$ cat src/hsv_pkg.sv
// Shared types and constants for the HSV to RGB converter.
`timescale 1ns / 1ps
`default_nettype none
package hsv_pkg;

   localparam int HUE_W   = 16;
   localparam int SAT_W   = 17;
   localparam int VAL_W   = 17;
   localparam int CHAN_W  = 8;
   localparam int CHROMA_W = SAT_W + VAL_W;  // v*s, 32 fraction bits
   localparam int OFFSET_W = CHROMA_W + 2;   // signed m = (v << 16) - C
   localparam int WEIGHT_W = 12;             // 0..3840
   localparam int PART_W   = CHROMA_W + WEIGHT_W;
   localparam int SCALED_W = PART_W + 4;     // signed sum of part and m*3840

   // hue in 1/64 degree
   localparam logic [HUE_W-2:0] HUE_SECTOR = 15'd3840;
   localparam logic [HUE_W-2:0] HUE_FULL   = 15'd23040;

   typedef enum logic [2:0] {
      SEC_RED_YELLOW  = 3'd0,
      SEC_YELLOW_GREEN = 3'd1,
      SEC_GREEN_CYAN  = 3'd2,
      SEC_CYAN_BLUE   = 3'd3,
      SEC_BLUE_MAGENTA = 3'd4,
      SEC_MAGENTA_RED = 3'd5
   } sector_type;

   typedef struct packed {
      logic       gray;
      sector_type sector;
   } hue_ctl_type;

endpackage
`default_nettype wire

$ cat src/hsv_prep.sv
// First stage: chroma multiply and hue sector / weight decode.
`timescale 1ns / 1ps
`default_nettype none
module hsv_prep (
   input  wire logic                             clock,
   input  wire logic                             reset,
   input  wire logic                             in_valid,
   input  wire logic [hsv_pkg::HUE_W-1:0]        hue,
   input  wire logic [hsv_pkg::SAT_W-1:0]        saturation,
   input  wire logic [hsv_pkg::VAL_W-1:0]        brightness,
   output logic                                  out_valid,
   output hsv_pkg::hue_ctl_type                  out_ctl,
   output logic [hsv_pkg::WEIGHT_W-1:0]          out_weight,
   output logic [hsv_pkg::CHROMA_W-1:0]          out_chroma,
   output logic [hsv_pkg::VAL_W-1:0]             out_value
);
   import hsv_pkg::*;

   logic                  valid_ff;
   hue_ctl_type           ctl_ff, ctl_in;
   logic [WEIGHT_W-1:0]   weight_ff, weight_in;
   logic [CHROMA_W-1:0]   chroma_ff, chroma_in;
   logic [VAL_W-1:0]      value_ff;
   logic [HUE_W-2:0]      hue_mag;
   logic [HUE_W-2:0]      hue_rem;
   logic [WEIGHT_W-1:0]   hue_dist;

   always_comb begin
      hue_mag = hue[HUE_W-2:0];
      ctl_in.gray = hue[HUE_W-1] || (hue_mag > HUE_FULL);

      // sectors are closed on their upper side
      if (hue_mag <= HUE_SECTOR) begin
         ctl_in.sector = SEC_RED_YELLOW;
      end else if (hue_mag <= HUE_SECTOR * 2) begin
         ctl_in.sector = SEC_YELLOW_GREEN;
      end else if (hue_mag <= HUE_SECTOR * 3) begin
         ctl_in.sector = SEC_GREEN_CYAN;
      end else if (hue_mag <= HUE_SECTOR * 4) begin
         ctl_in.sector = SEC_CYAN_BLUE;
      end else if (hue_mag <= HUE_SECTOR * 5) begin
         ctl_in.sector = SEC_BLUE_MAGENTA;
      end else begin
         ctl_in.sector = SEC_MAGENTA_RED;
      end

      // hue mod 120 degrees, only meaningful inside the circle
      if (hue_mag < HUE_SECTOR * 2) begin
         hue_rem = hue_mag;
      end else if (hue_mag < HUE_SECTOR * 4) begin
         hue_rem = hue_mag - HUE_SECTOR * 2;
      end else if (hue_mag < HUE_FULL) begin
         hue_rem = hue_mag - HUE_SECTOR * 4;
      end else begin
         hue_rem = '0;
      end

      if (hue_rem >= HUE_SECTOR) begin
         hue_dist = WEIGHT_W'(hue_rem - HUE_SECTOR);
      end else begin
         hue_dist = WEIGHT_W'(HUE_SECTOR - hue_rem);
      end
      weight_in = WEIGHT_W'(HUE_SECTOR) - hue_dist;

      chroma_in = CHROMA_W'(brightness) * CHROMA_W'(saturation);
   end

   always_ff @(posedge clock) begin
      if (reset) begin
         valid_ff <= 1'b0;
      end else begin
         valid_ff <= in_valid;
      end
      ctl_ff    <= ctl_in;
      weight_ff <= weight_in;
      chroma_ff <= chroma_in;
      value_ff  <= brightness;
   end

   assign out_valid  = valid_ff;
   assign out_ctl    = ctl_ff;
   assign out_weight = weight_ff;
   assign out_chroma = chroma_ff;
   assign out_value  = value_ff;

endmodule
`default_nettype wire

$ cat src/hsv_mix.sv
// Second and third stages: scaled chroma, X and offset, placed per channel.
`timescale 1ns / 1ps
`default_nettype none
module hsv_mix (
   input  wire logic                                 clock,
   input  wire logic                                 reset,
   input  wire logic                                 in_valid,
   input  wire hsv_pkg::hue_ctl_type                 in_ctl,
   input  wire logic [hsv_pkg::WEIGHT_W-1:0]         in_weight,
   input  wire logic [hsv_pkg::CHROMA_W-1:0]         in_chroma,
   input  wire logic [hsv_pkg::VAL_W-1:0]            in_value,
   output logic                                      out_valid,
   output logic signed [hsv_pkg::SCALED_W-1:0]       out_red,
   output logic signed [hsv_pkg::SCALED_W-1:0]       out_green,
   output logic signed [hsv_pkg::SCALED_W-1:0]       out_blue
);
   import hsv_pkg::*;

   localparam int MM_W = OFFSET_W + WEIGHT_W;

   // stage 2
   logic                        valid2_ff;
   hue_ctl_type                 ctl2_ff;
   logic [PART_W-1:0]           cs_ff, cs_in;
   logic [PART_W-1:0]           xs_ff, xs_in;
   logic signed [OFFSET_W-1:0]  m_ff, m_in;

   // stage 3
   logic                        valid3_ff;
   logic signed [SCALED_W-1:0]  red_ff, red_in;
   logic signed [SCALED_W-1:0]  green_ff, green_in;
   logic signed [SCALED_W-1:0]  blue_ff, blue_in;
   logic signed [MM_W-1:0]      m_ext;
   logic signed [MM_W-1:0]      ms;
   logic [PART_W-1:0]           pr, pg, pb;

   always_comb begin
      // C * 3840 = C*4096 - C*256
      cs_in = {in_chroma, 12'b0} - {4'b0, in_chroma, 8'b0};
      xs_in = PART_W'(in_chroma) * PART_W'(in_weight);
      m_in  = $signed({3'b0, in_value, 16'b0}) - $signed({2'b0, in_chroma});
   end

   always_comb begin
      m_ext = MM_W'(m_ff);
      ms    = (m_ext <<< 12) - (m_ext <<< 8);
      pr = '0;
      pg = '0;
      pb = '0;
      if (!ctl2_ff.gray) begin
         case (ctl2_ff.sector)
            SEC_RED_YELLOW: begin
               pr = cs_ff; pg = xs_ff;
            end
            SEC_YELLOW_GREEN: begin
               pr = xs_ff; pg = cs_ff;
            end
            SEC_GREEN_CYAN: begin
               pg = cs_ff; pb = xs_ff;
            end
            SEC_CYAN_BLUE: begin
               pg = xs_ff; pb = cs_ff;
            end
            SEC_BLUE_MAGENTA: begin
               pr = xs_ff; pb = cs_ff;
            end
            SEC_MAGENTA_RED: begin
               pr = cs_ff; pb = xs_ff;
            end
            default: begin
               pr = '0;
            end
         endcase
      end
      red_in   = $signed({4'b0, pr}) + SCALED_W'(ms);
      green_in = $signed({4'b0, pg}) + SCALED_W'(ms);
      blue_in  = $signed({4'b0, pb}) + SCALED_W'(ms);
   end

   always_ff @(posedge clock) begin
      if (reset) begin
         valid2_ff <= 1'b0;
         valid3_ff <= 1'b0;
      end else begin
         valid2_ff <= in_valid;
         valid3_ff <= valid2_ff;
      end
      ctl2_ff  <= in_ctl;
      cs_ff    <= cs_in;
      xs_ff    <= xs_in;
      m_ff     <= m_in;
      red_ff   <= red_in;
      green_ff <= green_in;
      blue_ff  <= blue_in;
   end

   assign out_valid = valid3_ff;
   assign out_red   = red_ff;
   assign out_green = green_ff;
   assign out_blue  = blue_ff;

endmodule
`default_nettype wire

$ cat src/hsv_quant.sv
// Final stage for one channel: floor(255*T / (3840 * 2^32)) with clamping.
`timescale 1ns / 1ps
`default_nettype none
module hsv_quant (
   input  wire logic                                 clock,
   input  wire logic signed [hsv_pkg::SCALED_W-1:0]  scaled,
   output logic [hsv_pkg::CHAN_W-1:0]                level
);
   import hsv_pkg::*;

   localparam int PROD_W = SCALED_W + 5;
   localparam int SHIFT  = 40;

   logic signed [PROD_W-1:0]     prod;
   logic [PROD_W-SHIFT-1:0]      whole;
   logic [CHAN_W-1:0]            level_ff, level_in;

   always_comb begin
      // 255 / 3840 = 17 / 256, so the result is 17*T >> 40
      prod  = (PROD_W'(scaled) <<< 4) + PROD_W'(scaled);
      whole = prod[PROD_W-1:SHIFT];
      if (scaled[SCALED_W-1] || (scaled == '0)) begin
         level_in = '0;
      end else if (whole > (PROD_W-SHIFT)'(255)) begin
         level_in = '1;
      end else begin
         level_in = whole[CHAN_W-1:0];
      end
   end

   always_ff @(posedge clock) begin
      level_ff <= level_in;
   end

   assign level = level_ff;

endmodule
`default_nettype wire

$ cat src/hsv_to_rgb_unit.sv
// Top level of the HSV to 8-bit RGB converter.
//
// One request is taken in every clock cycle while start is high; busy is
// always low. Each request gives exactly one result on the rsp_ ports, marked
// by rsp_valid for one cycle, in request order. Each result passes four
// register stages: the chroma multiplier with hue decode, the C/X products,
// the per-channel sum, and the final scaling. The receiver cannot hold
// results off, so nothing stalls.
`timescale 1ns / 1ps
`default_nettype none
module hsv_to_rgb_unit (
   input  wire logic                              clock,
   input  wire logic                              reset,
   input  wire logic                              start,
   output logic                                   busy,
   input  wire logic [hsv_pkg::HUE_W-1:0]         req_hue,
   input  wire logic [hsv_pkg::SAT_W-1:0]         req_saturation,
   input  wire logic [hsv_pkg::VAL_W-1:0]         req_brightness,
   output logic                                   rsp_valid,
   output logic [hsv_pkg::CHAN_W-1:0]             rsp_red,
   output logic [hsv_pkg::CHAN_W-1:0]             rsp_green,
   output logic [hsv_pkg::CHAN_W-1:0]             rsp_blue
);
   import hsv_pkg::*;

   logic                        accept;
   logic                        p_valid;
   hue_ctl_type                 p_ctl;
   logic [WEIGHT_W-1:0]         p_weight;
   logic [CHROMA_W-1:0]         p_chroma;
   logic [VAL_W-1:0]            p_value;
   logic                        m_valid;
   logic signed [SCALED_W-1:0]  m_red, m_green, m_blue;
   logic                        valid4_ff;

   assign busy   = 1'b0;
   assign accept = start && !busy;

   hsv_prep u_prep (
      .clock      (clock),
      .reset      (reset),
      .in_valid   (accept),
      .hue        (req_hue),
      .saturation (req_saturation),
      .brightness (req_brightness),
      .out_valid  (p_valid),
      .out_ctl    (p_ctl),
      .out_weight (p_weight),
      .out_chroma (p_chroma),
      .out_value  (p_value)
   );

   hsv_mix u_mix (
      .clock     (clock),
      .reset     (reset),
      .in_valid  (p_valid),
      .in_ctl    (p_ctl),
      .in_weight (p_weight),
      .in_chroma (p_chroma),
      .in_value  (p_value),
      .out_valid (m_valid),
      .out_red   (m_red),
      .out_green (m_green),
      .out_blue  (m_blue)
   );

   hsv_quant u_quant_red (
      .clock  (clock),
      .scaled (m_red),
      .level  (rsp_red)
   );

   hsv_quant u_quant_green (
      .clock  (clock),
      .scaled (m_green),
      .level  (rsp_green)
   );

   hsv_quant u_quant_blue (
      .clock  (clock),
      .scaled (m_blue),
      .level  (rsp_blue)
   );

   always_ff @(posedge clock) begin
      if (reset) begin
         valid4_ff <= 1'b0;
      end else begin
         valid4_ff <= m_valid;
      end
   end

   assign rsp_valid = valid4_ff;

endmodule
`default_nettype wire

$ cat config.mk
export PLATFORM = sky130hd
export DESIGN_NAME = hsv_to_rgb_unit
export DESIGN_NICKNAME = d
export VERILOG_FILES = /design/src/hsv_pkg.sv /design/src/hsv_prep.sv /design/src/hsv_mix.sv /design/src/hsv_quant.sv /design/src/hsv_to_rgb_unit.sv
export SDC_FILE = /design/constraint.sdc
export NUM_CORES = 2
export LEC_CHECK = 0
export BUFFER_PORTS_ARGS = -buffer_cell sky130_fd_sc_hd__buf_2
export CAP_MARGIN = 20
export CORE_MARGIN = 1.5
export CORE_UTILIZATION = 35
export CTS_BUF_LIST = sky130_fd_sc_hd__clkbuf_4 sky130_fd_sc_hd__clkbuf_8 sky130_fd_sc_hd__clkbuf_16
export DETAILED_ROUTE_END_ITERATION = 12
export GPL_ROUTABILITY_DRIVEN = 0
export PLACE_DENSITY = 0.6
export SYNTH_ARGS = -nofsm -noshare
export SYNTH_HDL_FRONTEND = slang
export SYNTH_SLANG_ARGS = --single-unit
export TNS_END_PERCENT = 100
$ cat constraint.sdc
create_clock -name clock -period 7.1 [get_ports clock]
set_input_delay 0.355 -clock clock [delete_from_list [all_inputs] [get_ports clock]]
set_output_delay 0.355 -clock clock [all_outputs]
set_load 0.1 [all_outputs]
==> out/results.ini <==
[outcome]
status = finished, violations left
violations = DRC

[cts]
cts_root_buf = clkbuf_16
clk_latency_ns = 0.61
cts_tree = yes
clockBufferDepth = 3
cts_buffers = 44
htreeDepth = 2
clock_sinks = 361
clk_pin_slew_ns = 0.07

[setup_path]
worstSetupPathType = register to register
path_buf_inv = 5
max_stage_delay_ns = 0.69
worst_ep_required_time_ns = 7.59
crit_top_cell = fa_1
crit_path_cell_trace = buf_4, nand2_1, fa_1, inv_1, fa_1, fa_1, fa_1, inv_1, fa_1, inv_1, ha_1, nand4_1, nor2_1, nand2_1, a211oi_1, o21ai_0, buf_4, a21boi_0, o21ai_0, a211oi_1, nor4b_1, a311o_1
path_max_fanout = 22
critical_path_arrival_ns = 7.23
cp-end-kind = register
start_kind = register
slowest_stage = dfxtp_1
path_delay_family = adder cells

[logic_synthesis]
synth.distinct_cells = 89
synth_top_area_share_pct = 23.21
synth_ff_type = dfxtp_1
synth.area.top_cells = fa_1, dfxtp_1, ha_1, inv_1, nand2_1
synth-seq-cells = 361
async_flop_share_pct = 0
seq_area_frac_synth_pct = 15.32
synth_area_leader_cell = fa_1
postSynthAreaPerCell_um2 = 8.408
syn_inst = 5610
synth_edf_count = 0
synth_nets = 6749
synth_area_mm2 = 0.04717
ys_warn_count = 0

[sta]
fin_crit_ns = 6.735
tightest_slew_ns = 1.042
rsz0062_at_grt = false
fin_skew_ns = 0.02771
tns_ns = 0
max_slew_margin_pct = 29.93
setup_viol = 0
max_freq_mhz = 148.5
hold_violations = 0
fin_crit_sh_pct = 94.86
drv_slew = 0
whs_ns = 0.06405

[floorplan]
die_h_um = 370.1
pin_count = 79
num_rows = 134
fp.coreArea_mm2 = 0.1336
die-area_mm2 = 0.1370
start_util_pct = 35.30
die_w_um = 370.1

[routing]
routed_wl_um = 128800
drc = 9
via_count = 38797
drtAntennaViolNets = 0
avgRoutedWirePerCell_um = 17.41
drt_iter0_drc = 2589
vias_per_cell = 5.243
drtPass1Iterations = 12

[placed_design]
place_hpwl_um = 105400
dpl-instance-area_mm2 = 0.04949
port_buffers = 77

[run]
maxCapViolCount = 0

[global_route]
grt_max_degree = 41
antenna_found_initial = 0
grt_usage_pct = 18.60
grt_pass1_wl_um = 206400
first_global_vias = 38932
grt-ovfl-total = 0

[final_layout]
post-route-util_pct = 38.16
nNetsFinal = 6738
design_area_mm2 = 0.05100
antenna_cells = 0
syn2layout_area_growth_pct = 8.109
drive_above_1_share_pct = 4.883

[hold_path]
hp-class = input pin to register

path summary, 6_finish.rpt:
path	startpoint	to	slack, ns	cells after the start
worst max-delay path	u_prep.out_weight[6]$_DFF_P_	u_mix.xs_ff[30]$_DFF_P_	0.36	22
worst min-delay path	req_brightness[8]	u_prep.out_value[8]$_DFF_P_	0.06	1
worst min register to register	u_prep.out_ctl[1]$_SDFF_PP0_	u_mix.ctl2_ff[1]$_DFF_P_	0.36	0
worst max register to register	u_prep.out_weight[6]$_DFF_P_	u_mix.xs_ff[30]$_DFF_P_	0.36	22
kinds of logic (layout without fill, tap and decap cells):
| family | count (synthesis) | count (layout) | synth area share, % |
|---|---|---|---|
| simple gates | 1718 | 1718 | 17.47 |
| fa+ha+maj | 1086 | 1086 | 37.51 |
| compound gates | 1154 | 1154 | 16.18 |
| flops | 361 | 361 | 15.32 |
| mux | 10 | 10 | 0.2149 |
| other cells | 1 | 1 | 0.007950 |
| buf+inv | 990 | 1012 | 7.918 |
| xor+xnor | 290 | 290 | 5.384 |
cell usage after synthesis (119+ instances only):
library cell	count
ha_1	539
and2_1	255
fa_1	547
nor2_1	350
dfxtp_1	361
xnor2_1	201
a21o_1	151
inv_1	788
a21oi_1	318
o21ai_0	164
nand2_1	643
a22oi_1	119
clkbuf_1	187
through the flow:
step / std cells / worst slack [ns]
CTS: 7400 / 0.3496
global placement: 7317 / 0.3949
finish: 7400 / 0.3649
detailed placement: 7317 / 0.1618
global route: 7400 / 0.01063
floorplan: 5610 / 0.6656
state kept, by name, summed over array words and instances (netlist names), 12 cells and up:
name               count
u_mix.out_red         49
u_mix.out_blue        49
u_prep.out_value      17
u_mix.m_ff            35
u_prep.out_chroma     34
u_mix.out_green       49
u_prep.out_weight     12
u_mix.xs_ff           46
u_mix.cs_ff           34
cells in the final DEF (no fill, tap or decap), types with 57 or more instances in the layout:
cell	n
a21o_1	151
a21oi_1	318
a22oi_1	119
and2_1	255
buf_2	77
buf_4	64
dfxtp_1	360
fa_1	547
ha_1	539
inv_1	788
nand2_1	643
nand3_1	74
nor2_1	348
nor3_1	69
nor4_1	57
o21ai_0	163
o21bai_1	58
xnor2_1	201
xor2_1	89
layer usage:
layer / track usage [%] / up-vias / part of all wire [%]
met1: 25.78 / 18828 / 46
met4: 4.406 / 0 / 2.2
met5: 0 / - / 0
li1: - / 18731 / -
met2: 30.83 / 1075 / 46
met3: 2.127 / 163 / 5.7
what timing repair did:
item | CTS | global route
hold endpoints to repair | 6 | 0
resized for setup | 0 | 1
hold buffers | 4 | 0
setup endpoints to repair | 0 | 1
buffers inserted | 0 | 0
final cells by class:
class,instances,area [um2]
repair buffers,145,905.9
inverters,788,2958
clock inverters,24,217.7
well taps,1768,2212
clock buffers,55,1245
fillers,13614,82630
flip-flops and latches,361,7228
multi-input cells,4259,36230
worst reg2reg max path: stages, from the launching register on:
cell and delay, ns:
dfxtp_1 0.69, buf_4 0.39, nand2_1 0.13, fa_1 0.56, inv_1 0.06, fa_1 0.54, fa_1 0.45, fa_1 0.50
inv_1 0.05, fa_1 0.47, inv_1 0.04, ha_1 0.37, nand4_1 0.18, nor2_1 0.18, nand2_1 0.07, a211oi_1 0.31
o21ai_0 0.16, buf_4 0.18, a21boi_0 0.24, o21ai_0 0.15, a211oi_1 0.46, nor4b_1 0.11, a311o_1 0.34
Power is not shown: default switching activity piles up to over one toggle a cycle in this logic, so the estimate is an artifact.
